### config.mk
export PLATFORM = sky130hd
export DESIGN_NAME = bfd_fifo
export DESIGN_NICKNAME = d
export VERILOG_FILES = /design/src/rtl/bfd_pkg.sv /design/src/rtl/bfd_fifo.sv
export SDC_FILE = /design/constraint.sdc
export NUM_CORES = 1
export LEC_CHECK = 0
export BUFFER_PORTS_ARGS = -buffer_cell sky130_fd_sc_hd__buf_2
export CORE_MARGIN = 2
export CORE_UTILIZATION = 49
export CTS_CLUSTER_DIAMETER = 120
export CTS_CLUSTER_SIZE = 8
export DETAILED_ROUTE_END_ITERATION = 8
export GPL_TIMING_DRIVEN = 0
export PLACE_DENSITY = 0.86
export SLEW_MARGIN = 20
export SYNTH_ARGS = -nofsm -noshare
export SYNTH_HDL_FRONTEND = slang
export SYNTH_SLANG_ARGS = --single-unit
export TNS_END_PERCENT = 20
### constraint.sdc
create_clock -name clk -period 2 [get_ports clk]
set_input_delay 0.6 -clock clk [delete_from_list [all_inputs] [get_ports clk]]
set_output_delay 0.6 -clock clk [all_outputs]
set_load 0.005 [all_outputs]
### src/rtl/bfd_pkg.sv
// Shared types and constants for the box filter downscaler.
// Holds payload structs, state enums and register indexes; no dependencies.
`timescale 1ns / 1ps
package bfd_pkg;

  localparam int unsigned DEF_MAX_WIDTH    = 2048;
  localparam int unsigned DEF_MAX_HEIGHT   = 2048;
  localparam int unsigned DEF_MAX_CHANNELS = 4;

  localparam int unsigned PIX_CH      = 4;
  localparam int unsigned CFG_W       = 12;
  localparam int unsigned CFG_IDX_W   = 3;
  localparam int unsigned COORD_W     = 11;
  localparam int unsigned QUEUE_DEPTH = 2;

  localparam logic [CFG_IDX_W-1:0] REG_SOURCE_WIDTH  = 3'd0;
  localparam logic [CFG_IDX_W-1:0] REG_SOURCE_HEIGHT = 3'd1;
  localparam logic [CFG_IDX_W-1:0] REG_TARGET_WIDTH  = 3'd2;
  localparam logic [CFG_IDX_W-1:0] REG_TARGET_HEIGHT = 3'd3;
  localparam logic [CFG_IDX_W-1:0] REG_CHANNEL_COUNT = 3'd4;

  typedef struct packed {
    logic [7:0] in_channel3;
    logic [7:0] in_channel2;
    logic [7:0] in_channel1;
    logic [7:0] in_channel0;
  } in_item_t;

  typedef struct packed {
    logic [7:0]         out_channel0;
    logic [7:0]         out_channel1;
    logic [7:0]         out_channel2;
    logic [7:0]         out_channel3;
    logic [COORD_W-1:0] out_column;
    logic [COORD_W-1:0] out_row;
    logic               frame_done;
  } out_item_t;

  typedef enum logic [1:0] {
    FS_LOAD,
    FS_SETUP,
    FS_IDLE,
    FS_ACC
  } front_state_t;

  typedef enum logic [1:0] {
    BS_IDLE,
    BS_DIV,
    BS_HOLD
  } back_state_t;

endpackage

### src/rtl/bfd_fifo.sv
// Two-entry queue between the accumulating front and the averaging back.
// Depends on bfd_pkg for the queue depth.
`timescale 1ns / 1ps
module bfd_fifo #(
  parameter int unsigned WIDTH = 8
) (
  input  logic             clk,
  input  logic             rst_n,
  input  logic             push,
  input  logic [WIDTH-1:0] push_data,
  output logic             full,
  input  logic             pop,
  output logic [WIDTH-1:0] pop_data,
  output logic             empty
);
  import bfd_pkg::*;

  localparam int unsigned PW = $clog2(QUEUE_DEPTH);
  localparam int unsigned CNT_W = $clog2(QUEUE_DEPTH + 1);

  logic [WIDTH-1:0] store_r [QUEUE_DEPTH];
  logic [PW-1:0]    wr_ptr_r, rd_ptr_r;
  logic [CNT_W-1:0] count_r;
  logic             do_push, do_pop;

  assign full     = (count_r == CNT_W'(QUEUE_DEPTH));
  assign empty    = (count_r == '0);
  assign do_push  = push && !full;
  assign do_pop   = pop && !empty;
  assign pop_data = store_r[rd_ptr_r];

  always_ff @(posedge clk) begin
    if (!rst_n) begin
      wr_ptr_r <= '0;
      rd_ptr_r <= '0;
      count_r  <= '0;
    end else begin
      if (do_push) begin
        wr_ptr_r <= wr_ptr_r + PW'(1);
      end
      if (do_pop) begin
        rd_ptr_r <= rd_ptr_r + PW'(1);
      end
      if (do_push && !do_pop) begin
        count_r <= count_r + CNT_W'(1);
      end else if (do_pop && !do_push) begin
        count_r <= count_r - CNT_W'(1);
      end
    end
  end

  always_ff @(posedge clk) begin
    if (do_push) begin
      store_r[wr_ptr_r] <= push_data;
    end
  end

endmodule

== Word-level counts from Yosys, hierarchy flattened ==
Memories as Yosys holds them, arrays and structs flattened. A register that Yosys moved wholly into a read port is not among the register bits.
Index checks and enable logic that the tools add are counted.

* Multiplexer cells: 6
* Reductions and logical operators: 10
* Bitwise logic cells: 0
* Eq/ne operators: 1
* $lt $le $gt $ge: 0
* $add $sub $neg: 4
* Divide/modulo/power cells: 0
* Shifts and indexed selects: 0
* Multipliers: 0

{| class="wikitable"
|+ Operator list
! cell !! number
|-
| logical AND 1 bit || 4
|-
| logical NOT 1 bit || 4
|-
| 2-to-1 mux 1 bit || 4
|-
| 2-to-1 mux 2 bit || 2
|-
| adder 1 bit, second input constant || 2
|-
| adder 2 x 1 -> 2 bit, second input constant || 1
|-
| equality test 2 bit, second input constant || 1
|-
| logical NOT 2 bit || 1
|-
| nonzero test 2 bit || 1
|-
| subtractor 2 x 1 -> 2 bit, second input constant || 1
|}

* Register bits: 4
* Bits in latches: 0
* Memories: 1
* Output and inout bits: 10
* ROM bits: 0
* Bits in writable memories: 16

{| class="wikitable"
|+ Memories
! memory !! words !! width !! rd ports !! clocked after memory_dff !! write ports !! line !! source
|-
| store_r || 2 || 8 || 1 || 1 || 1 || bfd_fifo.sv:21 || <nowiki>logic [WIDTH-1:0] store_r [QUEUE_DEPTH];</nowiki>
|}

== Longest topological paths before layout ==
* Depth in word-level cells: 7
* Depth in mapped cells: 7
* Depth with buffers taken out: 7

== Worst setup path after synthesis ==
Ideal clock, no wire load.

* Path type: input -> register
* From: input pop
* To: register count_r[1]
* Cell stages on the path: 4
* Required time: 1.930 ns
* Arrival: 1.509 ns
* Setup time: 0.070 ns
* Path slack: 0.421 ns
* Path through: o21ai_0 > ha_1 > or3_1 > a21oi_1

* Word-level cells in the longest chain between the ends: 4
* Elaborated cells on any way between the ends: 6
* Classes of those cells: mux: 1; reduce/logical: 5

{| class="wikitable"
|+ RTL lines
! item !! line !! source
|-
| from (decl) || bfd_fifo.sv:12 || <nowiki>input logic pop,</nowiki>
|-
| logical AND 1 bit * || bfd_fifo.sv:29 || <nowiki>assign do_pop = pop && !empty;</nowiki>
|-
| logical NOT 1 bit || bfd_fifo.sv:44 || <nowiki>if (do_push && !do_pop) begin</nowiki>
|-
| logical AND 1 bit || bfd_fifo.sv:44 ||
|-
| 2-to-1 mux 2 bit / nonzero test 2 bit (equally long branches) || n/a ||
|-
| to (signal assigned) || bfd_fifo.sv:45 || <nowiki>count_r <= count_r + CNT_W'(1);</nowiki>
|-
| to (signal assigned) || bfd_fifo.sv:47 || <nowiki>count_r <= count_r - CNT_W'(1);</nowiki>
|-
| to (decl) || bfd_fifo.sv:23 || <nowiki>logic [CNT_W-1:0] count_r;</nowiki>
|}

Mark *: on every way between the ends. The rest lies on a longest branch, timed or not.
A chain may end at the register's enable or synchronous reset.

==> metrics.cfg <==
[placed_design]
port_buffers=21
routabilityCongestion=0.712
dp_slack_ps=224
dp_hpwl_um=912
dpl-instance-area_um2=928

[clock_network]
clock_latency_ps=290
htreeDepth=1
clockBufferDepth=2
clock_sinks=21
cts_root_buffer=clkbuf_4
cts_resized=0
holdBufCountCts=0
cts_tree=built
post_cts_buffers=0
cts_buffers=3
path_clk_slew_ps=110

[layout]
finalInstanceArea_um2=955
fillers=117
syn2layout_area_growth_pct=18.8
drive_above_1_share=0.447
nets=90
num_antenna_cells=0

[timing]
slew_violations=0
fmax_mhz=529
period_share=0.945
slew_headroom=0.512
finalSetupViolations=0
tns_ps=0
worstMarginPinSlew_ps=728
whs_ps=493
fin_skew_ps=2.01
timing.final.ws_setup_ps=111
rsz0062_at_grt=no
min_period_ps=1890
hold_viol_final=0

[drt]
vias_per_cell=5.15
drcViolationCount=0
drt_iter0_drc=1
routed_wl_um=1180
detail-route-antenna-nets=0
wire_per_inst_um=12.8
drt_pass1_iterations=4
route.vias.total=474

[synthesis]
syn_area_um2=803
synth_cell_types=16
synth_seq_cells=21
synthesis.nets=64
synth_seq_area_share=0.723
yosysWarnings=0
synthCells=51
synth_area_per_cell_um2=15.8

[global_route]
grt_usage=0.131
grt_pass1_wl_um=1810
grt_max_degree=12
overflow=0
grt_pass1_vias=475
antenna_found_initial=0

[power_and_ir_drop]
leakagePower_uw=0.000393
p_per_area_nw_per_um2=1190
worst_ir_drop_vdd_v=0.000636

[die]
core_um2=1520
die_w_um=44.5
start_util=0.527
die_height_um=44.5
row_count=14
die-area_um2=1980
ios=22

[worst_setup_path]
rr_worst_depth=6
r2r_start=count_r[0]
criticalPathCategory=flop to output pin
r2r_slack_ps=390
reg2reg_to=count_r[1]
crit_path_start_kind=flop
end_kind=output pin
cp_max_fo=8
crit_arrival_ps=1290
crit_required_ps=1400
endpoint=pop_data[0]

[outcome]
status=completed

[min_path]
hold_path.class=input port to flop

[flow_run]
max-cap-violations=0

==> power breakdown <==
| group | switching [uW] | internal (uW) | total (uW) | leakage (uW) |
|---|---|---|---|---|
| Clock | 114 | 77.4 | 192 | 0.0000150 |
| Sequential | 38.0 | 557 | 595 | 0.000191 |
| Combinational | 170 | 175 | 345 | 0.000188 |
==> placed cells by master (no fill, tap or decap), drive strengths merged, types with 2 or more instances in the layout <==
cell type	Yosys	layout
dfxtp	5	5
edfxtp	16	16
inv	3	3
nor2	5	5
buf	1	22
clkbuf	0	4
mux2	8	8
o21ai	2	2
xor2	3	3
==> worst min-delay path by stage <==
stage,slack (ps),start,to,cells after the start
detailed placement,520,count_r[1],count_r[1],2
finish,490,push_data[1],store_r[0][1],1
CTS,490,push_data[7],store_r[1][7],1
global route,470,push_data[7],store_r[1][7],1
floorplan,470,rd_ptr_r,flop,2
global placement,480,rd_ptr_r,rd_ptr_r,2
==> flip-flops by register name (all words and copies together) (netlist names), named ones only <==
register	cells
store_r	16
wr_ptr_r	1
count_r	2
rd_ptr_r	1
==> worst max-delay path: stages (launching register included) <==
cell and delay [ps]:
dfxtp_1 320, buf_2 200, mux2_2 350, buf_2 120
==> synthesized netlist by cell type, drive strengths merged <==
library cell	count	area (um2)
nand2b	1	6.26
dfxtp	5	100
ha	1	12.5
a21oi	1	5.00
nor3	1	10.0
o21a	1	7.51
nor2	5	18.8
a21boi	1	7.51
buf	1	5.00
inv	3	11.3
or3	1	6.26
o21ai	2	10.0
mux2	8	90.1
edfxtp	16	480
and3	1	6.26
xor2	3	26.3
==> logic make-up (layout without fill, tap and decap cells) <==
family / after synthesis / in the layout / synth area share
compound gates: 5 / 5 / 0.0374
xor+xnor: 3 / 3 / 0.0327
fa+ha+maj: 1 / 1 / 0.0156
buf+inv: 4 / 29 / 0.0202
flops: 21 / 21 / 0.723
mux: 8 / 8 / 0.112
simple gates: 9 / 9 / 0.0592
==> layer usage <==
layer | track usage | vias up | part of all wire
li1 | - | 234 | -
met5 | 0 | - | 0
met2 | 0.246 | 12 | 0.55
met4 | 0.0909 | 0 | 0.0085
met1 | 0.115 | 226 | 0.39
met3 | 0.0408 | 2 | 0.054
==> final cells by class <==
class                           instances  area (um2)  area share
Sequential cell                        21         581       0.608
Multi-Input combinational cell         26         206       0.216
Timing Repair Buffer                   21         105       0.110
Clock buffer                            4        26.3      0.0275
Tap cell                               16        20.0      0.0210
Inverter                                3        11.3      0.0118
Buffer                                  1        5.00     0.00524
==> per-stage QoR <==
| step | cells | total power, uW | util |
|---|---|---|---|
| 6_report | 92 | 1130 | 0.626 |
| 3_5_place_dp | 88 | 956 | 0.609 |
| 5_1_grt | 92 | 1190 | 0.626 |
| 2_1_floorplan | 51 | 825 | - |
| 4_1_cts | 92 | 1140 | 0.626 |
| 3_3_place_gp | 88 | 931 | 0.609 |
No activity file was read; power rests on OpenSTA's default activity.
