File: src/rtl/bfd_pkg.sv
// Shared types and constants for the box filter downscaler.
// Holds payload structs, state enums and register indexes; no dependencies.
`timescale 1ns / 1ps
package bfd_pkg;

  localparam int unsigned DEF_MAX_WIDTH    = 2048;
  localparam int unsigned DEF_MAX_HEIGHT   = 2048;
  localparam int unsigned DEF_MAX_CHANNELS = 4;

  localparam int unsigned PIX_CH      = 4;
  localparam int unsigned CFG_W       = 12;
  localparam int unsigned CFG_IDX_W   = 3;
  localparam int unsigned COORD_W     = 11;
  localparam int unsigned QUEUE_DEPTH = 2;

  localparam logic [CFG_IDX_W-1:0] REG_SOURCE_WIDTH  = 3'd0;
  localparam logic [CFG_IDX_W-1:0] REG_SOURCE_HEIGHT = 3'd1;
  localparam logic [CFG_IDX_W-1:0] REG_TARGET_WIDTH  = 3'd2;
  localparam logic [CFG_IDX_W-1:0] REG_TARGET_HEIGHT = 3'd3;
  localparam logic [CFG_IDX_W-1:0] REG_CHANNEL_COUNT = 3'd4;

  typedef struct packed {
    logic [7:0] in_channel3;
    logic [7:0] in_channel2;
    logic [7:0] in_channel1;
    logic [7:0] in_channel0;
  } in_item_t;

  typedef struct packed {
    logic [7:0]         out_channel0;
    logic [7:0]         out_channel1;
    logic [7:0]         out_channel2;
    logic [7:0]         out_channel3;
    logic [COORD_W-1:0] out_column;
    logic [COORD_W-1:0] out_row;
    logic               frame_done;
  } out_item_t;

  typedef enum logic [1:0] {
    FS_LOAD,
    FS_SETUP,
    FS_IDLE,
    FS_ACC
  } front_state_t;

  typedef enum logic [1:0] {
    BS_IDLE,
    BS_DIV,
    BS_HOLD
  } back_state_t;

endpackage

File: src/rtl/bfd_back.sv
// Back of the downscaler: divides bin sums by the bin area, one quotient bit a cycle.
// Depends on bfd_pkg; takes jobs from the queue and holds the result for the consumer.
`timescale 1ns / 1ps
module bfd_back #(
  parameter int unsigned MAX_WIDTH  = bfd_pkg::DEF_MAX_WIDTH,
  parameter int unsigned MAX_HEIGHT = bfd_pkg::DEF_MAX_HEIGHT,
  parameter int unsigned EW         = 8
) (
  input  logic               clk,
  input  logic               rst_n,
  input  logic [EW-1:0]      q_data,
  input  logic               q_empty,
  output logic               q_pop,
  output bfd_pkg::out_item_t out_data,
  output logic               out_empty,
  input  logic               out_pop
);
  import bfd_pkg::*;

  localparam int unsigned CW    = $clog2(MAX_WIDTH + 1);
  localparam int unsigned RW    = $clog2(MAX_HEIGHT + 1);
  localparam int unsigned AW    = CW + RW;
  localparam int unsigned SUM_W = 8 + AW;
  localparam int unsigned DV_W  = AW + 7;

  back_state_t state_r, state_nxt;

  logic [SUM_W-1:0]   in_sum [PIX_CH];
  logic [AW-1:0]      in_area;
  logic [COORD_W-1:0] in_col, in_row;
  logic               in_done;

  logic [SUM_W-1:0]   rem_r [PIX_CH];
  logic [SUM_W-1:0]   rem_nxt [PIX_CH];
  logic [7:0]         quo_r [PIX_CH];
  logic [7:0]         quo_nxt [PIX_CH];
  logic [DV_W-1:0]    dv_r;
  logic [2:0]         bit_r;
  logic [COORD_W-1:0] col_r, row_r;
  logic               done_r;

  assign {in_sum[0], in_sum[1], in_sum[2], in_sum[3], in_area, in_col, in_row, in_done} = q_data;

  always_comb begin
    for (int c = 0; c < PIX_CH; c++) begin
      if (rem_r[c] >= SUM_W'(dv_r)) begin
        rem_nxt[c] = rem_r[c] - SUM_W'(dv_r);
        quo_nxt[c] = {quo_r[c][6:0], 1'b1};
      end else begin
        rem_nxt[c] = rem_r[c];
        quo_nxt[c] = {quo_r[c][6:0], 1'b0};
      end
    end
  end

  always_comb begin
    state_nxt = state_r;
    unique case (state_r)
      BS_IDLE: begin
        if (!q_empty) begin
          state_nxt = BS_DIV;
        end
      end
      BS_DIV: begin
        if (bit_r == 3'd7) begin
          state_nxt = BS_HOLD;
        end
      end
      BS_HOLD: begin
        if (out_pop) begin
          state_nxt = BS_IDLE;
        end
      end
      default: begin
        state_nxt = BS_IDLE;
      end
    endcase
  end

  always_comb begin
    q_pop     = (state_r == BS_IDLE) && !q_empty;
    out_empty = (state_r != BS_HOLD);
    out_data.out_channel0 = quo_r[0];
    out_data.out_channel1 = quo_r[1];
    out_data.out_channel2 = quo_r[2];
    out_data.out_channel3 = quo_r[3];
    out_data.out_column   = col_r;
    out_data.out_row      = row_r;
    out_data.frame_done   = done_r;
  end

  always_ff @(posedge clk) begin
    if (!rst_n) begin
      state_r <= BS_IDLE;
      bit_r   <= '0;
    end else begin
      state_r <= state_nxt;
      if (state_r == BS_IDLE) begin
        bit_r <= '0;
      end else if (state_r == BS_DIV) begin
        bit_r <= bit_r + 3'd1;
      end
    end
  end

  always_ff @(posedge clk) begin
    if (q_pop) begin
      for (int c = 0; c < PIX_CH; c++) begin
        rem_r[c] <= in_sum[c];
        quo_r[c] <= '0;
      end
      dv_r   <= {in_area, 7'b0};
      col_r  <= in_col;
      row_r  <= in_row;
      done_r <= in_done;
    end else if (state_r == BS_DIV) begin
      for (int c = 0; c < PIX_CH; c++) begin
        rem_r[c] <= rem_nxt[c];
        quo_r[c] <= quo_nxt[c];
      end
      dv_r <= dv_r >> 1;
    end
  end

endmodule

File: config.mk
export PLATFORM = sky130hd
export DESIGN_NAME = bfd_back
export DESIGN_NICKNAME = d
export VERILOG_FILES = /design/src/rtl/bfd_pkg.sv /design/src/rtl/bfd_back.sv
export SDC_FILE = /design/constraint.sdc
export NUM_CORES = 1
export LEC_CHECK = 0
export BUFFER_PORTS_ARGS = -buffer_cell sky130_fd_sc_hd__clkbuf_2
export CAP_MARGIN = 20
export CORE_AREA = 3 3 59 66
export DETAILED_ROUTE_END_ITERATION = 10
export DIE_AREA = 0 0 62 69
export GPL_ROUTABILITY_DRIVEN = 0
export GPL_TIMING_DRIVEN = 0
export PLACE_DENSITY = 0.73
export SLEW_MARGIN = 15
export SYNTH_ARGS = -nofsm -noshare
export SYNTH_HDL_FRONTEND = slang
export SYNTH_SLANG_ARGS = --single-unit
File: constraint.sdc
create_clock -name clk -period 1.8 [get_ports clk]
set_clock_uncertainty 0.15 [all_clocks]
set_input_delay 0.54 -clock clk [delete_from_list [all_inputs] [get_ports clk]]
set_output_delay 0.54 -clock clk [all_outputs]
set_load 0.01 [all_outputs]
# Word-level counts from Yosys, hierarchy flattened
# Memories as Yosys holds them, arrays and structs flattened.
# Index checks and enable logic that the tools add are counted.
[totals] register_bits=13 mem_bits_rw=160 inputBits=12 out_inout_bits=57 elab_cells=53 n_memories=2
[mem_list] memory="rem_r" words=4 word_bits=32 read_ports=4 rd_clocked_by_memory_dff=0 write_ports=4 line="bfd_back.sv:33" source="logic [SUM_W-1:0] rem_r [PIX_CH];"
[mem_list] memory="quo_r" words=4 word_bits=8 read_ports=4 rd_clocked_by_memory_dff=0 write_ports=4 line="bfd_back.sv:35" source="logic [7:0] quo_r [PIX_CH];"
[classes] n_addsub=1 magnitude_cmp=4 eq_ne=7 muxes=21 n_bitwise=9 reduce_logical=5
[op_table] op="$ge 32x1->1 const B" count=4
[op_table] op="$mux 32" count=4
[op_table] op="$mux 8" count=4
[op_table] op="$mux 1" count=9
[op_table] op="$ne 2x2->1 const B" count=4
[op_table] op="$or 1x1->1" count=8
[op_table] op="$mux 2" count=3
[op_table] op="$pmux 2 s3" count=1
[op_table] op="$add 3x1->3 const B" count=1
[op_table] op="$eq 3x3->1 const B" count=1
[op_table] op="$reduce_and 3->1" count=1
[op_table] op="$eq 2x1->1 const B" count=1
[op_table] op="$eq 2x2->1 const B" count=1
[op_table] op="$logic_not 2->1" count=1
[op_table] op="$reduce_or 2->1" count=1
[op_table] op="$logic_and 1x1->1" count=1
[op_table] op="$logic_not 1->1" count=1
[op_table] op="$not 1->1" count=1

# Depth between registers and ports, before layout
[depth] word_depth=5 depth_mapped=5 mapped_depth_nobuf=4

# Worst setup path before layout
# OpenSTA, ideal clock, no wires.
[synth_path] path_type="input to output" start="input port q_empty" end="output port q_pop" arrival_ns=1.334 required_ns=1.110 slack_ns=-0.224 stages=1 path_cell_list="nor3_1"
[synth_between] elab_chain_len=2
[synth_lines] item="from (decl)" line="bfd_back.sv:12" source="input logic q_empty,"
[synth_lines] item="$logic_not 1->1" line="bfd_back.sv:81" source="q_pop = (state_r == BS_IDLE) && !q_empty;"
[synth_lines] item="$logic_and 1x1->1" line="bfd_back.sv:81"
[synth_lines] item="to (decl)" line="bfd_back.sv:13" source="output logic q_pop,"
# No other way between the ends.

# Final worst setup path
[layout_path] start="register state_r[1]" end="output port q_pop"
[layout_between] elab_chain_len=2
[layout_lines] item="from (decl)" line="bfd_back.sv:26" source="back_state_t state_r, state_nxt;"
[layout_lines] item="from (signal assigned)" line="bfd_back.sv:97" source="state_r <= state_nxt;"
[layout_lines] item="$logic_not 2->1" line="bfd_back.sv:81"
[layout_lines] item="$logic_and 1x1->1" line="bfd_back.sv:81"
# No other way between the ends.

==> reports/metrics.cfg <==
[power_and_ir_drop]
cellLeakagePower_nw = 0.914
irDropWorstVdd_v = 0.000301
combPwrFrac_pct = 18.2
p_seq_share_pct = 54.6
internal-power_mw = 1.10
pwr_density_cell_nw_per_um2 = 811
p_sw_mw = 0.375
switching_share_pct = 25.5
clockPowerShare_pct = 27.2

[outcome]
status = finished, final reports clean

[synthesis]
ys_ff_latch = 29
yosysTopAreaCellShare_pct = 53.0
synth.distinct_cells = 19
synthTopCellsByArea = edfxtp_1 53%, buf_4 20%, dfxtp_1 9.2%
ys_seq_area_share_pct = 62.2
synth_area_um2 = 1300
synth_area_per_cell_um2 = 12.9
ys_warn_count = 0
yosysTopAreaCell = edfxtp_1
synth_cells = 101

[final_layout]
syn_to_final_growth_pct = 39.3
postLayoutCoreUtil_pct = 54.5
fill_cells = 298
fin_nets = 196
drive_gt1_share_pct = 58.5
fin_area_um2 = 1810
antenna_cells = 0
multi_input_area_um2 = 295
register_area_um2 = 818

[floorplanning]
core_area_um2 = 3330
rows = 22
ios = 69
die_y_um = 69
initial_utilization_pct = 39.1
die_area_um2 = 4280
die_w_um = 62

[sta]
rsz0062_at_grt = yes
period_share_pct = 97.3
hold_violations = 0
slew_violations = 0
worstMarginPinSlew_ns = 0.722
fin_ws_ns = 0.0483
slew_headroom_pct = 51.8
timing.hold.ws_ns = 0.231
final-setup-viol-count = 0
fmaxAchievable_mhz = 571
fin_setup_tns_ns = 0
finalCriticalPeriod_ns = 1.75

[route]
route.detailed.drc = 0
drtAntennaViolNets = 0
drt-total-wl_um = 2640
via_count = 930
dr.pass1.iters = 4
via_per_inst = 4.03
wl_per_cell_um = 11.4
drt_iter0_drc = 10

[placement]
dp_hpwl_um = 1910
dp_slack_ns = -0.357
portBuffers = 53
dpl_cell_area_um2 = 1690

[grt]
first_global_vias = 854
grt_max_degree = 16
grt_pass1_wl_um = 3730
antenna_found_initial = 0
overflow = 0
grt_use_total_pct = 12.3

[clock_tree]
clk_pin_slew_ns = 0.09
clock_latency_ns = 0.33
cts.sinks = 29
clockBufferDepth = 2
cts_tree = yes
h-tree-depth = 2
cts-buffers-inserted = 5
cts_root_buf = clkbuf_4

[worst_hold_path]
hp-class = in -> reg
min_to = row_r[6]
hp-start = q_data[7]
hold_depth = 1

[worst_setup_path]
worst-path-buf-inv = 1
slowest_stage = dfxtp_4
end_kind = output port
timing.rr.start = state_r[1]
max_stage_delay_ns = 0.38
crit_family = flip-flops
worstPathArrival_ns = 1.06
reg2regPathDepth = 2
r2r_slack_ns = 0.19
r2r_end = quo_r[3][4]
worst-setup-path-type = reg -> out
worst_setup_path_start_kind = flop
path_max_fanout = 6
cp_cell_sequence = nor3_4 -> buf_2
required_ns = 1.11

[run]
drv_cap = 0

## state kept, by name, indices dropped and copies added, names as in the netlist
signal	cells
row_r	7
done_r	1
quo_r	16
state_r	2
bit_r	3
## metal layers
| layer | vias to the layer above | share of wire (%) | track usage [%] |
|---|---|---|---|
| li1 | 456 | - | - |
| met1 | 414 | 35 | 10.7 |
| met2 | 55 | 53 | 21.0 |
| met3 | 5 | 8.9 | 5.06 |
| met4 | 0 | 3.1 | 8.49 |
| met5 | - | 0 | 0 |
## what timing repair did
item,4_1_cts,5_1_grt
hold endpoints to repair,0,0
resized for setup,4,3
hold buffers,0,0
endpoints found under the setup margin,2,1
buffers inserted,1,7
pin swaps,1,1
## cell families (layout without fill, tap and decap cells)
logic type / count (synthesis) / after routing / synth area share [%]
compound gates: 6 / 6 / 3.17
fa+ha+maj: 2 / 2 / 1.92
buf+inv: 36 / 104 / 20.2
flops: 29 / 29 / 62.2
other cells: 1 / 15 / 0.288
simple gates: 27 / 27 / 12.2
## layout by cell type, fill, tap and decap left out, types with 2 or more instances in the layout
| cell | Yosys | final |
|---|---|---|
| dfxtp_1 | 6 | 4 |
| conb_1 | 1 | 15 |
| nand3_1 | 3 | 3 |
| nand2_1 | 4 | 4 |
| buf_4 | 34 | 41 |
| ha_1 | 2 | 2 |
| edfxtp_1 | 23 | 23 |
| and2_1 | 14 | 14 |
| o21ai_0 | 3 | 3 |
| clkbuf_4 | 0 | 5 |
| clkbuf_2 | 0 | 52 |
| dfxtp_4 | 0 | 2 |
| nand2b_1 | 2 | 2 |
## worst max path at each step
stage	from	endpoint	slack, ns	cells past startpoint
after floorplan	q_empty	q_pop	0.10	1
after global placement	q_empty	q_pop	-0.27	3
after detailed placement	q_empty	q_pop	-0.36	3
after CTS	state_r[1]	q_pop	-0.009	3
after global routing	state_r[1]	q_pop	-0.01	2
final	state_r[1]	q_pop	0.05	2
## cell type report
| class | instances | share of cell area (%) |
|---|---|---|
| multi-input combinational | 50 | 16.3 |
| buffer | 33 | 13.7 |
| clock inverter | 2 | 0.483 |
| clock buffer | 6 | 2.83 |
| sequential | 29 | 45.1 |
| inverter | 2 | 0.414 |
| tap | 48 | 3.31 |
| timing repair buffer | 61 | 17.9 |
## stage by stage
stage | cells | total power [mW]
finish | 231 | 1.47
global route | 231 | 1.55
CTS | 225 | 1.49
detailed placement | 216 | 1.08
global placement | 216 | 1.07
floorplan | 115 | 0.974
## synth_stat cells
library cell,count
and2_1,14
nor3_1,1
o31ai_1,1
ha_1,2
nand2b_4,1
conb_1,1
edfxtp_1,23
inv_2,1
o21ai_0,3
nor2b_1,1
inv_1,1
nand2b_1,2
nand3_1,3
nand2_1,4
buf_4,34
a2111oi_1,1
dfxtp_1,6
o32ai_1,1
nor2_1,1
## power by group through the flow
stage | Sequential (mW) | Clock, mW | Combinational [mW]
final | 0.804 | 0.400 | 0.268
after global routing | 0.811 | 0.444 | 0.296
after CTS | 0.808 | 0.419 | 0.259
after detailed placement | 0.823 | 0 | 0.254
after global placement | 0.818 | 0 | 0.250
after floorplan | 0.836 | 0 | 0.138
Note: power is estimated with default switching activity, not from simulation.
