### config.mk
export PLATFORM = sky130hd
export DESIGN_NAME = bfd_front
export DESIGN_NICKNAME = d
export VERILOG_FILES = /design/src/rtl/bfd_pkg.sv /design/src/rtl/bfd_front.sv
export SDC_FILE = /design/constraint.sdc
export NUM_CORES = 1
export LEC_CHECK = 0
export ABC_AREA = 1
export BUFFER_PORTS_ARGS = -buffer_cell sky130_fd_sc_hd__buf_4
export CELL_PAD_IN_SITES_DETAIL_PLACEMENT = 2
export CELL_PAD_IN_SITES_GLOBAL_PLACEMENT = 2
export CORE_MARGIN = 2
export CORE_UTILIZATION = 35
export CTS_CLUSTER_SIZE = 30
export DETAILED_ROUTE_END_ITERATION = 7
export PLACE_DENSITY = 0.84
export SYNTH_ARGS = -nofsm -noshare
export SYNTH_HDL_FRONTEND = slang
export SYNTH_SLANG_ARGS = --single-unit
### constraint.sdc
create_clock -name clk -period 6 [get_ports clk]
set_clock_uncertainty 0.1 [all_clocks]
set_input_delay 0.9 -clock clk [delete_from_list [all_inputs] [get_ports clk]]
set_output_delay 0.9 -clock clk [all_outputs]
set_load 0.01 [all_outputs]
### src/rtl/bfd_pkg.sv
// Shared types and constants for the box filter downscaler.
// Holds payload structs, state enums and register indexes; no dependencies.
`timescale 1ns / 1ps
package bfd_pkg;

  localparam int unsigned DEF_MAX_WIDTH    = 2048;
  localparam int unsigned DEF_MAX_HEIGHT   = 2048;
  localparam int unsigned DEF_MAX_CHANNELS = 4;

  localparam int unsigned PIX_CH      = 4;
  localparam int unsigned CFG_W       = 12;
  localparam int unsigned CFG_IDX_W   = 3;
  localparam int unsigned COORD_W     = 11;
  localparam int unsigned QUEUE_DEPTH = 2;

  localparam logic [CFG_IDX_W-1:0] REG_SOURCE_WIDTH  = 3'd0;
  localparam logic [CFG_IDX_W-1:0] REG_SOURCE_HEIGHT = 3'd1;
  localparam logic [CFG_IDX_W-1:0] REG_TARGET_WIDTH  = 3'd2;
  localparam logic [CFG_IDX_W-1:0] REG_TARGET_HEIGHT = 3'd3;
  localparam logic [CFG_IDX_W-1:0] REG_CHANNEL_COUNT = 3'd4;

  typedef struct packed {
    logic [7:0] in_channel3;
    logic [7:0] in_channel2;
    logic [7:0] in_channel1;
    logic [7:0] in_channel0;
  } in_item_t;

  typedef struct packed {
    logic [7:0]         out_channel0;
    logic [7:0]         out_channel1;
    logic [7:0]         out_channel2;
    logic [7:0]         out_channel3;
    logic [COORD_W-1:0] out_column;
    logic [COORD_W-1:0] out_row;
    logic               frame_done;
  } out_item_t;

  typedef enum logic [1:0] {
    FS_LOAD,
    FS_SETUP,
    FS_IDLE,
    FS_ACC
  } front_state_t;

  typedef enum logic [1:0] {
    BS_IDLE,
    BS_DIV,
    BS_HOLD
  } back_state_t;

endpackage

### src/rtl/bfd_front.sv
// Front of the downscaler: configuration, bin tracking and column sum memory.
// Depends on bfd_pkg; feeds finished bins into the queue toward bfd_back.
`timescale 1ns / 1ps
module bfd_front #(
  parameter int unsigned MAX_WIDTH    = bfd_pkg::DEF_MAX_WIDTH,
  parameter int unsigned MAX_HEIGHT   = bfd_pkg::DEF_MAX_HEIGHT,
  parameter int unsigned MAX_CHANNELS = bfd_pkg::DEF_MAX_CHANNELS,
  parameter int unsigned EW           = 8
) (
  input  logic                           clk,
  input  logic                           rst_n,
  input  logic                           cfg_valid,
  output logic                           cfg_ready,
  input  logic [bfd_pkg::CFG_IDX_W-1:0]  cfg_index,
  input  logic [bfd_pkg::CFG_W-1:0]      cfg_data,
  input  logic                           in_push,
  input  bfd_pkg::in_item_t              in_data,
  output logic                           in_full,
  output logic                           q_push,
  output logic [EW-1:0]                  q_data,
  input  logic                           q_full
);
  import bfd_pkg::*;

  localparam int unsigned CW     = $clog2(MAX_WIDTH + 1);
  localparam int unsigned RW     = $clog2(MAX_HEIGHT + 1);
  localparam int unsigned DW     = (CW > RW) ? CW : RW;
  localparam int unsigned AX     = $clog2(MAX_WIDTH);
  localparam int unsigned AW     = CW + RW;
  localparam int unsigned SUM_W  = 8 + AW;
  localparam int unsigned STEP_W = $clog2(DW + 1);
  localparam int unsigned LANE_W = MAX_CHANNELS * SUM_W;

  front_state_t state_r, state_nxt;

  logic [CFG_W-1:0] cfg_sw_r, cfg_sh_r, cfg_tw_r, cfg_th_r;
  logic [2:0]       cfg_nch_r;
  logic             cfg_hit;

  logic [CW-1:0] sw_eff, tw_eff;
  logic [RW-1:0] sh_eff, th_eff;
  logic [2:0]    nch_eff;

  logic [DW-1:0]     dx_dvd_r, dx_rem_r, dx_quo_r, dy_dvd_r, dy_rem_r, dy_quo_r;
  logic [DW-1:0]     dx_rem_nxt, dx_quo_nxt, dy_rem_nxt, dy_quo_nxt;
  logic [DW:0]       dx_sh, dy_sh;
  logic [STEP_W-1:0] step_r;
  logic              setup_last;

  logic [CW-1:0] sc_r, tc_r, cstart_r, cedge_r, cres_r;
  logic [RW-1:0] sr_r, tr_r, rstart_r, redge_r, rres_r;
  logic [CW-1:0] sc_nxt, tc_nxt, cstart_nxt, cedge_nxt, cres_nxt;
  logic [RW-1:0] sr_nxt, tr_nxt, rstart_nxt, redge_nxt, rres_nxt;
  logic [CW-1:0] qx, rx;
  logic [RW-1:0] qy, ry;
  logic [CW:0]   sc1, cedge_a, cres_a;
  logic [RW:0]   sr1, redge_a, rres_a;
  logic          col_end, row_end, emit, row_first, frame_last;

  logic [LANE_W-1:0] mem [MAX_WIDTH];
  logic [LANE_W-1:0] rd_r, wr_data;
  in_item_t          pix_r;
  logic [7:0]        pix [PIX_CH];
  logic [SUM_W-1:0]  new_sum [PIX_CH];
  logic [SUM_W-1:0]  out_sum [PIX_CH];
  logic [AW-1:0]     area;
  logic [31:0]       col_wide, row_wide;
  logic              accept;

  assign cfg_ready = 1'b1;
  assign cfg_hit   = cfg_valid && (cfg_index <= REG_CHANNEL_COUNT);
  assign accept    = in_push && !in_full;

  always_comb begin
    if (cfg_sw_r == '0) begin
      sw_eff = CW'(1);
    end else if (32'(cfg_sw_r) > MAX_WIDTH) begin
      sw_eff = CW'(MAX_WIDTH);
    end else begin
      sw_eff = CW'(cfg_sw_r);
    end
    if (cfg_sh_r == '0) begin
      sh_eff = RW'(1);
    end else if (32'(cfg_sh_r) > MAX_HEIGHT) begin
      sh_eff = RW'(MAX_HEIGHT);
    end else begin
      sh_eff = RW'(cfg_sh_r);
    end
    if (cfg_tw_r == '0) begin
      tw_eff = CW'(1);
    end else if (32'(cfg_tw_r) > 32'(sw_eff)) begin
      tw_eff = sw_eff;
    end else begin
      tw_eff = CW'(cfg_tw_r);
    end
    if (cfg_th_r == '0) begin
      th_eff = RW'(1);
    end else if (32'(cfg_th_r) > 32'(sh_eff)) begin
      th_eff = sh_eff;
    end else begin
      th_eff = RW'(cfg_th_r);
    end
    if (cfg_nch_r == '0) begin
      nch_eff = 3'd1;
    end else if (32'(cfg_nch_r) > MAX_CHANNELS) begin
      nch_eff = 3'(MAX_CHANNELS);
    end else begin
      nch_eff = cfg_nch_r;
    end
  end

  // One restoring division step per cycle for both bin quotients.
  always_comb begin
    dx_sh = {dx_rem_r, dx_dvd_r[DW-1]};
    dy_sh = {dy_rem_r, dy_dvd_r[DW-1]};
    if (dx_sh >= (DW+1)'(tw_eff)) begin
      dx_rem_nxt = DW'(dx_sh - (DW+1)'(tw_eff));
      dx_quo_nxt = {dx_quo_r[DW-2:0], 1'b1};
    end else begin
      dx_rem_nxt = DW'(dx_sh);
      dx_quo_nxt = {dx_quo_r[DW-2:0], 1'b0};
    end
    if (dy_sh >= (DW+1)'(th_eff)) begin
      dy_rem_nxt = DW'(dy_sh - (DW+1)'(th_eff));
      dy_quo_nxt = {dy_quo_r[DW-2:0], 1'b1};
    end else begin
      dy_rem_nxt = DW'(dy_sh);
      dy_quo_nxt = {dy_quo_r[DW-2:0], 1'b0};
    end
  end

  assign setup_last = (step_r == STEP_W'(DW - 1));
  assign qx = CW'(dx_quo_r);
  assign rx = CW'(dx_rem_r);
  assign qy = RW'(dy_quo_r);
  assign ry = RW'(dy_rem_r);

  always_comb begin
    sc1       = {1'b0, sc_r} + (CW+1)'(1);
    sr1       = {1'b0, sr_r} + (RW+1)'(1);
    col_end   = (sc1 == {1'b0, cedge_r});
    row_end   = (sr1 == {1'b0, redge_r});
    emit      = col_end && row_end;
    row_first = (sr_r == rstart_r) && (sc_r == cstart_r);
    frame_last = ({1'b0, tc_r} + (CW+1)'(1) == {1'b0, tw_eff}) &&
                 ({1'b0, tr_r} + (RW+1)'(1) == {1'b0, th_eff});

    cedge_a = {1'b0, cedge_r} + {1'b0, qx};
    cres_a  = {1'b0, cres_r} + {1'b0, rx};
    if (cres_a >= {1'b0, tw_eff}) begin
      cres_a  = cres_a - {1'b0, tw_eff};
      cedge_a = cedge_a + (CW+1)'(1);
    end
    redge_a = {1'b0, redge_r} + {1'b0, qy};
    rres_a  = {1'b0, rres_r} + {1'b0, ry};
    if (rres_a >= {1'b0, th_eff}) begin
      rres_a  = rres_a - {1'b0, th_eff};
      redge_a = redge_a + (RW+1)'(1);
    end

    sc_nxt     = CW'(sc1);
    tc_nxt     = tc_r;
    cstart_nxt = cstart_r;
    cedge_nxt  = cedge_r;
    cres_nxt   = cres_r;
    sr_nxt     = sr_r;
    tr_nxt     = tr_r;
    rstart_nxt = rstart_r;
    redge_nxt  = redge_r;
    rres_nxt   = rres_r;
    if (col_end) begin
      tc_nxt     = tc_r + CW'(1);
      cstart_nxt = cedge_r;
      cedge_nxt  = CW'(cedge_a);
      cres_nxt   = CW'(cres_a);
    end
    if (sc1 >= {1'b0, sw_eff}) begin
      sc_nxt     = '0;
      tc_nxt     = '0;
      cstart_nxt = '0;
      cedge_nxt  = qx;
      cres_nxt   = rx;
      sr_nxt     = RW'(sr1);
      if (row_end) begin
        tr_nxt     = tr_r + RW'(1);
        rstart_nxt = redge_r;
        redge_nxt  = RW'(redge_a);
        rres_nxt   = RW'(rres_a);
      end
      if (sr1 >= {1'b0, sh_eff}) begin
        sr_nxt     = '0;
        tr_nxt     = '0;
        rstart_nxt = '0;
        redge_nxt  = qy;
        rres_nxt   = ry;
      end
    end
  end

  // The first pixel of each bin starts its sum from zero, so stale memory contents never
  // need clearing.
  assign pix[0] = pix_r.in_channel0;
  assign pix[1] = pix_r.in_channel1;
  assign pix[2] = pix_r.in_channel2;
  assign pix[3] = pix_r.in_channel3;

  for (genvar c = 0; c < PIX_CH; c++) begin : g_lane
    if (c < MAX_CHANNELS) begin : g_used
      logic [SUM_W-1:0] base;
      assign base = row_first ? '0 : rd_r[c*SUM_W +: SUM_W];
      assign new_sum[c] = (3'(c) < nch_eff) ? base + SUM_W'(pix[c]) : base;
      assign out_sum[c] = (3'(c) < nch_eff) ? new_sum[c] : '0;
      assign wr_data[c*SUM_W +: SUM_W] = new_sum[c];
    end else begin : g_unused
      assign new_sum[c] = '0;
      assign out_sum[c] = '0;
    end
  end

  assign area     = AW'(cedge_r - cstart_r) * AW'(redge_r - rstart_r);
  assign col_wide = 32'(tc_r);
  assign row_wide = 32'(tr_r);
  assign q_data   = {out_sum[0], out_sum[1], out_sum[2], out_sum[3], area,
                     col_wide[COORD_W-1:0], row_wide[COORD_W-1:0], frame_last};

  always_comb begin
    state_nxt = state_r;
    unique case (state_r)
      FS_LOAD: begin
        state_nxt = FS_SETUP;
      end
      FS_SETUP: begin
        if (setup_last) begin
          state_nxt = FS_IDLE;
        end
      end
      FS_IDLE: begin
        if (accept) begin
          state_nxt = FS_ACC;
        end
      end
      FS_ACC: begin
        state_nxt = FS_IDLE;
      end
      default: begin
        state_nxt = FS_LOAD;
      end
    endcase
    if (cfg_hit) begin
      state_nxt = FS_LOAD;
    end
  end

  always_comb begin
    in_full = !((state_r == FS_IDLE) && !q_full);
    q_push  = (state_r == FS_ACC) && emit;
  end

  always_ff @(posedge clk) begin
    if (!rst_n) begin
      state_r   <= FS_LOAD;
      cfg_sw_r  <= CFG_W'(2);
      cfg_sh_r  <= CFG_W'(2);
      cfg_tw_r  <= CFG_W'(1);
      cfg_th_r  <= CFG_W'(1);
      cfg_nch_r <= 3'd4;
      step_r    <= '0;
      sc_r      <= '0;
      tc_r      <= '0;
      cstart_r  <= '0;
      cedge_r   <= '0;
      cres_r    <= '0;
      sr_r      <= '0;
      tr_r      <= '0;
      rstart_r  <= '0;
      redge_r   <= '0;
      rres_r    <= '0;
    end else begin
      state_r <= state_nxt;
      if (cfg_hit) begin
        unique case (cfg_index)
          REG_SOURCE_WIDTH:  cfg_sw_r  <= cfg_data;
          REG_SOURCE_HEIGHT: cfg_sh_r  <= cfg_data;
          REG_TARGET_WIDTH:  cfg_tw_r  <= cfg_data;
          REG_TARGET_HEIGHT: cfg_th_r  <= cfg_data;
          default:           cfg_nch_r <= cfg_data[2:0];
        endcase
      end
      if (state_r == FS_LOAD) begin
        step_r <= '0;
      end else if (state_r == FS_SETUP) begin
        step_r <= step_r + STEP_W'(1);
        if (setup_last) begin
          sc_r     <= '0;
          tc_r     <= '0;
          cstart_r <= '0;
          cedge_r  <= CW'(dx_quo_nxt);
          cres_r   <= CW'(dx_rem_nxt);
          sr_r     <= '0;
          tr_r     <= '0;
          rstart_r <= '0;
          redge_r  <= RW'(dy_quo_nxt);
          rres_r   <= RW'(dy_rem_nxt);
        end
      end else if (state_r == FS_ACC) begin
        sc_r     <= sc_nxt;
        tc_r     <= tc_nxt;
        cstart_r <= cstart_nxt;
        cedge_r  <= cedge_nxt;
        cres_r   <= cres_nxt;
        sr_r     <= sr_nxt;
        tr_r     <= tr_nxt;
        rstart_r <= rstart_nxt;
        redge_r  <= redge_nxt;
        rres_r   <= rres_nxt;
      end
    end
  end

  always_ff @(posedge clk) begin
    if (state_r == FS_LOAD) begin
      dx_dvd_r <= DW'(sw_eff);
      dy_dvd_r <= DW'(sh_eff);
      dx_rem_r <= '0;
      dy_rem_r <= '0;
      dx_quo_r <= '0;
      dy_quo_r <= '0;
    end else if (state_r == FS_SETUP) begin
      dx_dvd_r <= {dx_dvd_r[DW-2:0], 1'b0};
      dy_dvd_r <= {dy_dvd_r[DW-2:0], 1'b0};
      dx_rem_r <= dx_rem_nxt;
      dy_rem_r <= dy_rem_nxt;
      dx_quo_r <= dx_quo_nxt;
      dy_quo_r <= dy_quo_nxt;
    end
  end

  always_ff @(posedge clk) begin
    if (accept) begin
      pix_r <= in_data;
      rd_r  <= mem[tc_r[AX-1:0]];
    end
    if (state_r == FS_ACC) begin
      mem[tc_r[AX-1:0]] <= wr_data;
    end
  end

endmodule

== After elaboration in Yosys (flattened, before gate mapping) ==
Index checks and enable logic that the tools add are counted.

* Output and inout port bits: 11
* Word-level logic and storage cells: 155
* Bits of input ports: 52
* Register bits: 222

* Add/subtract/negate cells: 17
* Order comparisons: 11
* Equality and inequality tests: 13
* Bitwise gates (word level): 2
* Multiplexer cells: 62
* Reductions and logical operators: 30

{| class="wikitable"
|+ Operator list
! kind !! number
|-
| $mux W12 || 57
|-
| $ge A13 B12 Y1 || 6
|-
| $add A12 B1 Y13 const B || 4
|-
| $eq A13 B12 Y1 || 4
|-
| $add A12 B1 Y12 const B || 4
|-
| $logic_not A12 Y1 || 4
|-
| $sub A12 B12 Y12 || 4
|-
| $add A12 B12 Y13 || 2
|-
| $add A12 B12 Y12 || 2
|-
| $gt A12 B12 Y1 || 2
|-
| $gt A12 B12 Y1 const B || 2
|-
| $reduce_and A2 Y1 || 5
|-
| $pmux W2 S4 || 1
|-
| $reduce_and A4 Y1 || 2
|-
| $eq A3 B2 Y1 const B || 2
|-
| $logic_and A1 B1 Y1 || 6
|-
| $reduce_bool A2 Y1 || 3
|-
| $reduce_bool A3 Y1 || 2
|-
| $reduce_and A5 Y1 || 1
|-
| $add A4 B1 Y4 const B || 1
|-
| $eq A2 B2 Y1 const B || 2
|-
| $eq A4 B4 Y1 const B || 1
|-
| $mux W2 || 2
|-
| $ne A2 B2 Y1 const B || 2
|-
| other kinds (10) || 14
|}

== Depth between registers and ports, before layout ==
* Depth in word-level cells: 13
* Gate-level depth with buffers: 38

== Least setup slack after synthesis ==
Ideal clock, no wire load.

* Path kind: register -> register
* Start: reg cfg_sw_r[8]
* End: reg cres_r[11]
* Stages on the path, launching flop included: 33
* Slack: 1.805 ns
* Required time: 5.784 ns
* Library setup time: 0.116 ns
* Data arrival time: 3.979 ns
* Path through: dfxtp_1 nor2_1 nand3_1 nor2_1 nand2_1 nand2_1 nand2_1 ha_1 a21oi_1 o21ai_0 nand2_1 nand3_1 nand2_1 clkbuf_1 inv_1 nand2_1 nand3_1 ha_1 nand2_1 nor2_1 nand3_1 nand3_1 nand2_1 nand2_1 nand2_1 nand2_1 buf_4 buf_2 nand3_1 nand3_1 nand3_1 nor2_1 nor2_1

* Cells in the longest elaborated chain, start to end: 12
* Elaborated cells between the ends (all ways): 21

{| class="wikitable"
|+ RTL lines
! element !! RTL line !! text
|-
| from (decl) || bfd_front.sv:36 || <nowiki>logic [CFG_W-1:0] cfg_sw_r, cfg_sh_r, cfg_tw_r, cfg_th_r;</nowiki>
|-
| from (signal assigned) || bfd_front.sv:282 || <nowiki>REG_SOURCE_WIDTH: cfg_sw_r <= cfg_data;</nowiki>
|-
| $gt A12 B12 Y1 || bfd_front.sv:77 || <nowiki>end else if (32'(cfg_sw_r) > MAX_WIDTH) begin</nowiki>
|-
| $mux W12 || bfd_front.sv:77 ||
|-
| $mux W12 (*) || bfd_front.sv:75 || <nowiki>if (cfg_sw_r == '0) begin</nowiki>
|-
| $gt A12 B12 Y1 || bfd_front.sv:91 || <nowiki>end else if (32'(cfg_tw_r) > 32'(sw_eff)) begin</nowiki>
|-
| $mux W12 || bfd_front.sv:91 ||
|-
| $mux W12 || bfd_front.sv:89 || <nowiki>if (cfg_tw_r == '0) begin</nowiki>
|-
| $sub A12 B12 Y12 or $ge A13 B12 Y1 (tied branches) || bfd_front.sv:151, bfd_front.sv:150 ||
|-
| $mux W12 || bfd_front.sv:150 || <nowiki>if (cres_a >= {1'b0, tw_eff}) begin</nowiki>
|-
| $mux W12 || bfd_front.sv:171 || <nowiki>if (col_end) begin</nowiki>
|-
| $mux W12 || bfd_front.sv:177 || <nowiki>if (sc1 >= {1'b0, sw_eff}) begin</nowiki>
|-
| $mux W12 || bfd_front.sv:305 || <nowiki>end else if (state_r == FS_ACC) begin</nowiki>
|-
| $mux W12 || bfd_front.sv:291 || <nowiki>end else if (state_r == FS_SETUP) begin</nowiki>
|-
| to (signal assigned) || bfd_front.sv:298 || <nowiki>cres_r <= CW'(dx_rem_nxt);</nowiki>
|-
| to (signal assigned) || bfd_front.sv:310 || <nowiki>cres_r <= cres_nxt;</nowiki>
|-
| to (decl) || bfd_front.sv:50 || <nowiki>logic [CW-1:0] sc_r, tc_r, cstart_r, cedge_r, cres_r;</nowiki>
|}

Mark *: on every way between the ends. The rest lies on a longest branch, timed or not. The select of a mux whose other input is x is not followed.
A chain may end at the register's enable or synchronous reset.

== Worst setup path in the final report ==
* Start: reg cfg_sh_r[6]
* End: out q_data[0]

* Cells in the longest elaborated chain, start to end: 8
* Elaborated cells between the ends (all ways): 9

{| class="wikitable"
|+ RTL lines
! element !! RTL line !! text
|-
| from (decl) || bfd_front.sv:36 ||
|-
| from (signal assigned) || bfd_front.sv:283 || <nowiki>REG_SOURCE_HEIGHT: cfg_sh_r <= cfg_data;</nowiki>
|-
| $gt A12 B12 Y1 || bfd_front.sv:84 || <nowiki>end else if (32'(cfg_sh_r) > MAX_HEIGHT) begin</nowiki>
|-
| $mux W12 || bfd_front.sv:84 ||
|-
| $mux W12 (*) || bfd_front.sv:82 || <nowiki>if (cfg_sh_r == '0) begin</nowiki>
|-
| $gt A12 B12 Y1 || bfd_front.sv:98 || <nowiki>end else if (32'(cfg_th_r) > 32'(sh_eff)) begin</nowiki>
|-
| $mux W12 (*) || bfd_front.sv:98 ||
|-
| $mux W12 (*) || bfd_front.sv:96 || <nowiki>if (cfg_th_r == '0) begin</nowiki>
|-
| $eq A13 B12 Y1 (*) || bfd_front.sv:146 || <nowiki>({1'b0, tr_r} + (RW+1)'(1) == {1'b0, th_eff});</nowiki>
|-
| $logic_and A1 B1 Y1 (*) || bfd_front.sv:145 || <nowiki>frame_last = ({1'b0, tc_r} + (CW+1)'(1) == {1'b0, tw_eff}) &&</nowiki>
|-
| to (decl) || bfd_front.sv:20 || <nowiki>output logic [EW-1:0] q_data,</nowiki>
|}

Mark *: on every way between the ends. The rest lies on a longest branch, timed or not.

==> impl_results.md <==
- Total track usage: ~28%
- Dpl hpwl: a little under 60,000 µm
- Cell Area, Placed: about 19,000 µm²
- Die area: approximately 54,000 µm²
- Root buffer cell: clkbuf_16
- Area Overhead vs Synth: 10.3%
- Antenna Violating Nets Remaining: 0
- Clk slew on worst S/H paths: about 0.060 ns
- Clock Latency Late Sink: roughly 0.6 ns
- Max VDD drop: about 0.37 mV
- Ys async rst share: 0%
- Rows: 83
- RSZ-0062 raised after global routing: false
- Synth Flop Type: dfxtp_1
- Slowest stage cell, crit path: ha_1
- Worst-margin pin slew: just over 0.9 ns
- Global-route wire length before repair: 120,000 µm
- Max-slew violations: 0
- Top fanout value on the critical path: 12
- LEAKAGE: between 9 and 10 nW
- Crit path cell chain: nor2_1 -> nand2_1 -> nor3_1 -> nand2_1 -> nand2_2 -> nand2_1 -> ha_1 -> nand4_1 -> inv_1 -> nand2_1 -> nand3_1 -> nand2_2 -> nand2_1 -> nand3_1 -> buf_4 -> nand2_1 -> nand2_1 -> a21oi_1 -> nand2_1 -> nor2_1 -> nand2_1 -> nor2_1 -> buf_4
- Post-Synthesis Cells: just under 3,000
- Total gr overflow: 0
- CTS tree: yes
- Die Width: approximately 230 µm
- Most used routing layer: met2
- Largest stage delay, worst path: just over 0.4 ns
- Tmin final: between 5 and 6 ns
- Most common cell after layout, fill and taps aside: nand2_1
- Commonest cells after routing, fill and taps aside: 814 x nand2_1, 360 x inv_1, 285 x nor2_1, 248 x nand3_1, 214 x a21oi_1
- Via density per instance: around 5.5
- Drt pass-1 iters: 5
- I/O pin cnt: 63
- Final period utilization: between 90% and 100%
- Worst R2R Setup Slack: between 0.4 and 0.5 ns
- Critical Path RT: 5.00 ns
- Vias in the first global route: around 22,000
- Yosys warnings: 0
- Via count: around 20,000
- Core area: roughly 52,000 µm²
- H-tree levels: 1
- Area of the multi-input gates: around 12,000 µm²
- Number of synthesized flops with an enable pin: 24
- Largest net degree at the start of global routing: between 60 and 70
- Register area: about 4700 µm²
- Seq/Total Area, Yosys: 25.5%
- Met2 Use GR: approximately 50%
- Finished Layout Cells: ~3,600
- Setup_tns: 0 ns
- Power, Total: slightly below 8 mW
- Final wirelength: approximately 75,000 µm
- Post-synthesis cell type count: 53
- Number of I/O port buffers: 29
- Clock Sinks: around 220
- Worst setup margin: 0.284 ns
- Mapped Area: about 18,000 µm²
- GPL Wtd Cong: slightly below 0.9
- Startpoint types: flop
- Final Instance Area: a little over 20,000 µm²
- Fillers: 6,402
- Crit Path Category: flop to output pin
- Slew margin rel.: between 30% and 40%
- Antenna cells: 0
- Chip height: approximately 230 µm
- Number of nets in the layout: ~3,100
- Initial core utilization: 35.6%
- Mapped Nets: approximately 3,100
- DRC viols: 0
- CP dominant cell by count: nand2_1
- P_sw: roughly 3.7 mW
- CP arrival: between 4 and 5 ns
- Syn_area_per_cell: approximately 6.3 µm²
- Clock buffer depth: 3
- Switching Share: a little under half
- Initial antenna violation count: 0
- Pre-CTS setup slack: ~0.057 ns
- Comb power frac: between 50% and 60%
- DRT iter0 DRCs: roughly 900
- Max_cap viols: 0
- Hold Crit Class: flop to flop
- CTS buffer count: 28
- Setup violators final: 0
- Met1 Usage GRT: approximately a third
- Sequential share of power: 22.5%
- Outcome: completed
- P per Cell Area: roughly 380 nW/µm²
- Internal: ~4.0 mW
- Placed insts: roughly 3,600
- Seq cells post-synth: about 220
- Fin. Hold Viols: 0
- Drt wl/cell: 20.8 µm
- Ratio of cells with drive above 1 in the final layout: approximately 5.4%
- Met3 usage: ~3.2%
- Endpoint class of the critical path: output pin
- Min Hold Slack: ~0.39 ns
- Final Core Density: 39.3%
- Max Clock Freq: ~170 MHz
- Clk pwr share: a little under a quarter
- # hold bufs at CTS: 0
synthesized netlist by cell type, types with 5 or more instances:
cell / count / area, µm²
buf_1: 6 / 22.5
inv_1: 362 / 1360
edfxtp_1: 24 / 721
a21oi_1: 214 / 1070
o211ai_1: 14 / 105
a31oi_1: 8 / 50.1
clkbuf_1: 56 / 210
buf_4: 10 / 75.1
o21ai_0: 165 / 826
buf_2: 23 / 115
xnor2_1: 18 / 158
buf_6: 6 / 67.6
nand4_1: 86 / 538
inv_2: 7 / 26.3
o22ai_1: 11 / 68.8
o21bai_1: 14 / 105
ha_1: 149 / 1860
nand3_1: 248 / 1240
o21a_1: 5 / 37.5
fa_1: 8 / 160
dfxtp_1: 198 / 3960
nand2_1: 825 / 3100
a21o_1: 9 / 67.6
nor4_1: 7 / 43.8
a211oi_1: 5 / 37.5
xor2_1: 76 / 666
nor3_1: 33 / 165
nor2_1: 286 / 1070
nand3b_1: 9 / 67.6
o21ai_1: 9 / 45.0
what timing repair did:
item | in CTS | in global routing
buffers inserted | 0 | 1
setup endpoints to repair | 4 | 50
resized for setup | 1 | 15
pin swaps | 0 | 0
critical path: cells and delay by family (launching register included):
kind	cells	cell delay, ns
DFF	1	0.34
AOI/OAI and AO/OA	1	0.28
buffers and inverters	3	0.57
adders and majority gates	1	0.41
and+or+nand+nor	18	2.53
kinds of logic (layout without fill, tap and decap cells):
group | Yosys count | count (layout) | synth area share, %
adder cells (fa/ha/maj) | 157 | 157 | 11.0
AO/OA/AOI/OAI | 463 | 463 | 13.6
buffers and inverters | 473 | 490 | 10.3
AND/OR/NAND/NOR | 1516 | 1516 | 34.8
flip-flops | 222 | 222 | 25.5
XOR/XNOR | 97 | 97 | 4.81
other | 1 | 1 | 0.0204
power by group through the flow:
stage	clock (mW)	sequential, mW	combinational (mW)
detailed placement	0	1.77	4.03
global route	1.90	1.76	4.64
floorplan	0	1.72	2.82
global placement	0	1.76	3.76
finish	1.82	1.74	4.17
CTS	1.85	1.74	4.10
layout make-up:
| cell class | count | share of cell area, % |
|---|---|---|
| inverter | 372 | 6.92 |
| timing repair buffer | 66 | 2.44 |
| clock inverter | 15 | 0.926 |
| sequential | 222 | 23.1 |
| clock buffer | 37 | 3.87 |
| multi-input combinational | 2234 | 58.5 |
| tap | 680 | 4.20 |
path summary, 6_finish.rpt:
kind / start / end / depth (start not counted)
max reg2reg: cfg_sh_r[6]$_SDFFE_PN0P_ / rres_r[10]$_SDFFE_PN0P_ / 27
min: cfg_sh_r[10]$_SDFFE_PN0P_ / cfg_sh_r[10]$_SDFFE_PN0P_ / 2
min reg2reg: cfg_sh_r[10]$_SDFFE_PN0P_ / cfg_sh_r[10]$_SDFFE_PN0P_ / 2
max: cfg_sh_r[6]$_SDFFE_PN0P_ / q_data[0] / 23
per-layer routing:
layer  wire length (µm)  vias to the layer above
met2              38100                      310
li1                   -                     9582
met1              32100                     9981
met3               2300                      173
met5                  0                        -
met4               2890                        0
(Power assumes the default switching activity.)
